File: src/hw/rtl/tpb_pkg.sv
// Shared types and constants for the point-in-triangle barycentric core.
package tpb_pkg;

    localparam int unsigned WEIGHT_BITS = 32;
    localparam int unsigned TOL_BITS    = 16;

    typedef struct packed {
        logic hit;
        logic degen;
    } tpb_flags_t;

endpackage

File: src/hw/rtl/tpb_fin.sv
// Back end: sign, saturation, third weight and the output register.
module tpb_fin #(
    parameter int FRAC = 16
) (
    input  logic                            clk,
    input  logic                            rst_n,
    input  logic                            in_valid,
    output logic                            in_ready,
    input  logic [1:0]                      ovf,
    input  logic [1:0]                      neg,
    input  logic [tpb_pkg::WEIGHT_BITS-1:0] q0,
    input  logic [tpb_pkg::WEIGHT_BITS-1:0] q1,
    input  tpb_pkg::tpb_flags_t             flags_in,
    output logic                            out_valid,
    input  logic                            out_ready,
    output logic                            inside_res,
    output logic                            degenerate,
    output logic signed [tpb_pkg::WEIGHT_BITS-1:0] bary_0,
    output logic signed [tpb_pkg::WEIGHT_BITS-1:0] bary_1,
    output logic signed [tpb_pkg::WEIGHT_BITS-1:0] bary_2
);

    localparam int WB = tpb_pkg::WEIGHT_BITS;
    localparam int SB = WB + 2;
    localparam int TB = WB + 3;

    localparam logic signed [SB-1:0] S_MAX = (SB'(1) <<< (WB - 1)) - SB'(1);
    localparam logic signed [SB-1:0] S_MIN = -(SB'(1) <<< (WB - 1));
    localparam logic signed [TB-1:0] T_MAX = (TB'(1) <<< (WB - 1)) - TB'(1);
    localparam logic signed [TB-1:0] T_MIN = -(TB'(1) <<< (WB - 1));
    localparam logic signed [TB-1:0] ONE   = TB'(1) <<< FRAC;

    logic en_a, en_b;
    logic va_reg, vb_reg;

    logic [WB-1:0]        q_in [2];
    logic signed [SB-1:0] mag [2];
    logic signed [SB-1:0] sval [2];
    logic signed [WB-1:0] wsat [2];

    logic signed [WB-1:0] w0_reg, w1_reg;
    tpb_pkg::tpb_flags_t  fa_reg;

    logic signed [TB-1:0] w2_wide;
    logic signed [WB-1:0] w2_sat;

    logic signed [WB-1:0] b0_reg, b1_reg, b2_reg;
    tpb_pkg::tpb_flags_t  fb_reg;

    assign en_b     = ~vb_reg | out_ready;
    assign en_a     = ~va_reg | en_b;
    assign in_ready = en_a;

    assign q_in[0] = q0;
    assign q_in[1] = q1;

    // An overflowed quotient stands for 2^32, which saturates either way.
    always_comb
    begin
        for (int l = 0; l < 2; l++)
        begin
            mag[l]  = ovf[l] ? (SB'(1) <<< WB) : SB'({1'b0, q_in[l]});
            sval[l] = neg[l] ? -mag[l] : mag[l];
            if (sval[l] > S_MAX)
                wsat[l] = WB'(S_MAX);
            else if (sval[l] < S_MIN)
                wsat[l] = WB'(S_MIN);
            else
                wsat[l] = WB'(sval[l]);
        end
    end

    always_comb
    begin
        w2_wide = ONE - TB'(w0_reg) - TB'(w1_reg);
        if (w2_wide > T_MAX)
            w2_sat = WB'(T_MAX);
        else if (w2_wide < T_MIN)
            w2_sat = WB'(T_MIN);
        else
            w2_sat = WB'(w2_wide);
    end

    always_ff @(posedge clk or negedge rst_n)
    begin
        if (!rst_n)
        begin
            va_reg <= 1'b0;
            vb_reg <= 1'b0;
        end
        else
        begin
            if (en_a) va_reg <= in_valid;
            if (en_b) vb_reg <= va_reg;
        end
    end

    always_ff @(posedge clk)
    begin
        if (en_a)
        begin
            w0_reg <= wsat[0];
            w1_reg <= wsat[1];
            fa_reg <= flags_in;
        end
        if (en_b)
        begin
            fb_reg <= fa_reg;
            b0_reg <= fa_reg.degen ? '0 : w0_reg;
            b1_reg <= fa_reg.degen ? '0 : w1_reg;
            b2_reg <= fa_reg.degen ? '0 : w2_sat;
        end
    end

    assign out_valid  = vb_reg;
    assign inside_res = fb_reg.hit;
    assign degenerate = fb_reg.degen;
    assign bary_0     = b0_reg;
    assign bary_1     = b1_reg;
    assign bary_2     = b2_reg;

endmodule

File: config.mk
export PLATFORM = sky130hd
export DESIGN_NAME = tpb_fin
export DESIGN_NICKNAME = d
export VERILOG_FILES = /design/src/hw/rtl/tpb_pkg.sv /design/src/hw/rtl/tpb_fin.sv
export SDC_FILE = /design/constraint.sdc
export NUM_CORES = 1
export LEC_CHECK = 0
export ABC_AREA = 1
export ABC_CLOCK_PERIOD_IN_PS = 4100
export BUFFER_PORTS_ARGS = -buffer_cell sky130_fd_sc_hd__buf_2
export CAP_MARGIN = 20
export CORE_ASPECT_RATIO = 1.5
export CORE_MARGIN = 3
export CORE_UTILIZATION = 40
export DETAILED_ROUTE_END_ITERATION = 8
export PLACE_DENSITY = 0.64
export SKIP_CTS_REPAIR_TIMING = 1
export SYNTH_ARGS = -nofsm -noshare
export SYNTH_HDL_FRONTEND = slang
export SYNTH_SLANG_ARGS = --single-unit
export TNS_END_PERCENT = 1
File: constraint.sdc
create_clock -name clk -period 4.1 [get_ports clk]
set_input_delay 0.82 -clock clk [delete_from_list [all_inputs] [get_ports clk]]
set_output_delay 0.82 -clock clk [all_outputs]
set_load 0.02 [all_outputs]
Word-level counts from Yosys, hierarchy flattened
Index checks and enable logic that the tools add are counted.
{"block": "classes", "addsub": 4, "order_cmp": 6, "mux": 8, "n_bitwise": 4, "n_reduce_logical": 1}
{"cell": "greater-than comparator 34 x 32 -> 1 bit (second input constant)", "n": 3}
{"cell": "less-than comparator 34 x 32 -> 1 bit (second input constant)", "n": 3}
{"cell": "2-to-1 mux 32 bit", "n": 3}
{"cell": "2-to-1 mux 34 bit", "n": 2}
{"cell": "negator 33 -> 34 bit", "n": 2}
{"cell": "2-to-1 mux 33 bit", "n": 2}
{"cell": "subtractor 33 x 32 -> 34 bit", "n": 1}
{"cell": "subtractor 18 x 32 -> 33 bit (first input constant)", "n": 1}
{"cell": "2-to-1 mux 31 bit", "n": 1}
{"cell": "NOT 1 bit", "n": 2}
{"cell": "bitwise OR 1 bit", "n": 2}
{"cell": "OR reduction 2 bit", "n": 1}
{"block": "totals", "regBits": 166}

Logic depth before layout (Yosys ltp)
{"block": "logic_depth", "depth_word": 5, "ltp_mapped": 22, "mapped_depth_nobuf": 20}

Worst setup path before layout
OpenSTA, ideal clock, no wires.
{"block": "synth_path", "path_type": "input-to-reg", "start": "in out_ready", "end": "reg fa_reg[0] (netlist bit), enable pin", "setup_ps": 934, "t_arrival_ps": 2514, "required_ps": 3166, "slack_ps": 652, "cell_stages": 2, "n_path_buf": 0, "path_cell_list": "inv_1 -> nand3_1"}
{"block": "synth_between", "elab_chain_cells": 2}
{"item": "from (decl)", "line": "tpb_fin.sv:15", "text": "input logic out_ready,"}
{"item": "bitwise OR 1 bit", "line": "tpb_fin.sv:50", "text": "assign en_b = ~vb_reg | out_ready;"}
{"item": "bitwise OR 1 bit", "line": "tpb_fin.sv:51", "text": "assign en_a = ~va_reg | en_b;"}
{"item": "named net in_ready", "line": "tpb_fin.sv:8", "text": "output logic in_ready,"}
{"item": "to (signal assigned)", "line": "tpb_fin.sv:104", "text": "fa_reg <= flags_in;"}
{"item": "to (decl)", "line": "tpb_fin.sv:42", "text": "tpb_pkg::tpb_flags_t fa_reg;"}
The timed path passes the listed nets, and every way through them passes these cells.
A chain may end at the register's enable or synchronous reset.

Final worst setup path
{"block": "layout_path", "start": "reg w1_reg[1]", "end": "reg b2_reg[29], in the netlist bary_2[29], data pin"}
{"block": "layout_between", "elab_chain_cells": 4, "elab_cells_between_ends": 5, "classes_between": "add/sub (1); order compare (2); mux (2)"}
{"item": "from (decl)", "line": "tpb_fin.sv:41", "text": "logic signed [WB-1:0] w0_reg, w1_reg;"}
{"item": "from (signal assigned)", "line": "tpb_fin.sv:103", "text": "w1_reg <= wsat[1];"}
{"item": "subtractor 33 x 32 -> 34 bit (*)", "line": "tpb_fin.sv:75", "text": "w2_wide = ONE - TB'(w0_reg) - TB'(w1_reg);"}
{"item": "less-than comparator 34 x 32 -> 1 bit", "line": "tpb_fin.sv:78", "text": "else if (w2_wide < T_MIN)"}
{"item": "2-to-1 mux 32 bit", "line": "tpb_fin.sv:78"}
{"item": "2-to-1 mux 31 bit (*)", "line": "tpb_fin.sv:76", "text": "if (w2_wide > T_MAX)"}
{"item": "to (signal assigned)", "line": "tpb_fin.sv:111", "text": "b2_reg <= fa_reg.degen ? '0 : w2_sat;"}
{"item": "to (decl)", "line": "tpb_fin.sv:47", "text": "logic signed [WB-1:0] b0_reg, b1_reg, b2_reg;"}
Every way passes the cells marked *; elsewhere a longest branch is shown, timed or not.

==> qor.txt <==
peak supply drop - 0.274 mV
crit path kind - flip-flop to flip-flop
P_leak - 6.70 nW
IO Count - 174
Adder-Cell Fraction of Synth Area - 7.62%
P&R area growth vs syn - 15.7%
Worst Hold Class - input pin to asynchronous set/reset pin
xor-xnor portion of the synthesized cell area - 5.76%
library cells used by synthesis - 38
final period utilization - 90.1%
maxcap violations - 0
fmax - 271 MHz
Final Hold Vio Count - 0
Mapped Nets - 1,557
final hold slack - 134 ps
area post-placement - 0.0122 mm²
Root Buffer - clkbuf_16
H-tree lvl count - 4
DR pass1 iterations - 5
Synth Area in Simple Gates - 28.9%
post-route antenna net violation count - 0
Worst Reg-to-Reg Cells - 21
CTS tree - built
CTS buffer count - 17
final WL - 29.0 mm
Starting Density - 40.6%
worst slack, placed - 389 ps
total die area - 0.0298 mm²
final setup vio count - 0
global route overflow - 0
ys async rst share - 1.20%
Syn Inst Count - 1,416
CP arrival - 3990 ps
final setup margin - 406 ps
clk_skew - 11.7 ps
CP endpoint kind - flip-flop
CTS clk-pin slew, worst paths - 70 ps
Final TNS setup - 0 ps
YS warnings - 0
NumNets Final - 1,716
crit start category - flip-flop
Post-Layout Cell Count - 1,930
first-pass GRT wire length - 45.3 mm
wire per inst - 15.0 µm
# diodes - 0
RSZ-0062 raised after global routing - no
FF-to-FF End - bary_2[29]
clk_lat worst skew - 450 ps
pwr/cell area - 495 mW/mm²
Reg-to-Reg Start - w1_reg[1]
vias per cell - 4.84
main combinational cell family by area after synthesis - simple AND/OR/NAND/NOR gates
r2r setup slk - 410 ps
EDFF count, synth - 164
Crit Path Max Fanout - 15
Rows - 74
Mapped Avg Cell Area - 7.84 µm²
Worst Setup EP - bary_2[29]
vias in the first global route - 9,122
synthesized cell area - 0.0111 mm²
HPWL after DPL - 23.8 mm
CP required - 4390 ps
number of port buffers - 173
DR vias - 9,350
die height - 210 µm
outcome - completed
Fillers - 2,723
GP Congestion - 1.01
DP Cell Count - 1,896
share of cells above drive strength 1 - 15.8%
Seq/Total Area, Yosys - 44.8%
CTS Sinks - 166
mux contribution to synthesized area - 0%
pin count of the biggest net entering global routing - 68
antenna violations before repair - 0
Slew @ Worst Pin - 864 ps
Top FF cell, synth - edfxtp_1
register bit total from synthesis - 166
Compound-Gate Fraction of Synth Area - 4.42%
crit path from - w1_reg[1]
final instance area - 0.0128 mm²
clock buffer depth - 2
total track usage - 19.6%
Slew HR - 42.3%
die span in x - 142 µm
DRC violations left - 0
CORE AREA - 0.0273 mm²
number of DRC markers in iteration 0 - 531
final worst path period need - 3690 ps
final max-slew violation count - 0
==> worst min path at each step <==
stage                  to       from  slack [ps]  cells past startpoint
2_1_floorplan  inside_res  fa_reg[1]         400                      0
3_3_place_gp   inside_res  fa_reg[1]         400                      0
3_5_place_dp   inside_res  fa_reg[1]         410                      0
4_1_cts            va_reg      rst_n         120                      1
5_1_grt         out_valid      rst_n         130                      1
6_report           va_reg      rst_n         130                      1
==> stage by stage <==
stage,power (mW),util (%)
after global placement,4.80,44.8
after global routing,6.78,47.0
after CTS,6.39,46.9
after detailed placement,4.82,44.8
after floorplan,4.13,-
final,6.36,47.0
==> cells in the final DEF (no fill, tap or decap), types with 3 or more instances in the layout <==
cell         n
nor2_2       7
o21ai_0     27
inv_6        3
xnor2_1     29
nand3_1     69
nor3_1       9
nand2_2     18
buf_4        6
o21ai_1      4
buf_2      173
o21bai_1     5
ha_1        66
a21oi_1     41
inv_1      183
a31oi_1      4
inv_2        4
nand4_1     13
inv_8        7
nor2_1     153
clkbuf_16   17
xor2_1      44
edfxtp_1   164
nand3b_1     4
nand2_1    509
==> final cells by class <==
class / instances / area [µm²] / share of cell area, %
Clock buffer: 17 / 425 / 3.31
Clock inverter: 15 / 154 / 1.20
Inverter: 188 / 706 / 5.49
Multi-Input combinational cell: 1020 / 5200 / 40.5
Sequential cell: 166 / 4970 / 38.7
Tap cell: 342 / 428 / 3.33
Timing Repair Buffer: 182 / 957 / 7.45
==> logic make-up (layout without fill, tap and decap cells) <==
family / count (synthesis) / after routing
AO/OA/AOI/OAI: 89 / 89
XOR/XNOR: 73 / 73
adder cells (fa/ha/maj): 67 / 67
buffers and inverters: 230 / 402
flip-flops: 166 / 166
AND/OR/NAND/NOR: 791 / 791
==> layer usage <==
layer  wire length [µm]  vias up  global-route usage [%]
met5                  0        -                       0
met4               1310        0                    10.1
met3                848       68                    2.29
met2              15200      214                    36.4
met1              11700     4236                    21.5
li1                   -     4832                       -
==> cell usage after synthesis, types with 2 or more instances <==
cell type | count | area share [%]
a21oi_1 | 41 | 1.8
a31oi_1 | 4 | 0.23
buf_1 | 6 | 0.20
buf_2 | 9 | 0.41
buf_4 | 11 | 0.74
buf_6 | 4 | 0.41
clkbuf_1 | 12 | 0.41
dfrtp_1 | 2 | 0.45
edfxtp_1 | 164 | 44
ha_1 | 66 | 7.4
inv_1 | 183 | 6.2
inv_2 | 4 | 0.14
nand2_1 | 510 | 17
nand2_2 | 18 | 1.0
nand3_1 | 70 | 3.2
nand3_2 | 2 | 0.18
nand3b_1 | 4 | 0.27
nand4_1 | 13 | 0.73
nor2_1 | 153 | 5.2
nor2_2 | 7 | 0.39
nor3_1 | 9 | 0.41
nor4_1 | 2 | 0.11
o21a_1 | 2 | 0.14
o21ai_0 | 27 | 1.2
o21ai_1 | 4 | 0.18
o21ai_2 | 2 | 0.16
o21bai_1 | 5 | 0.34
xnor2_1 | 29 | 2.3
xor2_1 | 44 | 3.5
==> critical path, stage by stage, from the launching register on <==
cell,delay (ps)
edfxtp_1,460
ha_1,310
inv_1,60
ha_1,160
inv_1,60
fa_1,400
inv_1,90
nand3_1,60
nand2_1,120
nand2_1,70
nand2_1,130
nand2_1,70
nand2_1,130
nand2_1,90
nand2_1,70
nand2_1,40
nand2_1,290
inv_1,70
nand2_1,370
buf_4,280
nand3_1,90
nand2_1,110
==> where the power goes <==
part	internal, mW	switching [mW]
logic	0.800	1.66
registers	2.24	0.0839
clock network	0.814	0.757
total	3.85	2.50
No activity file was read; power rests on OpenSTA's default activity.
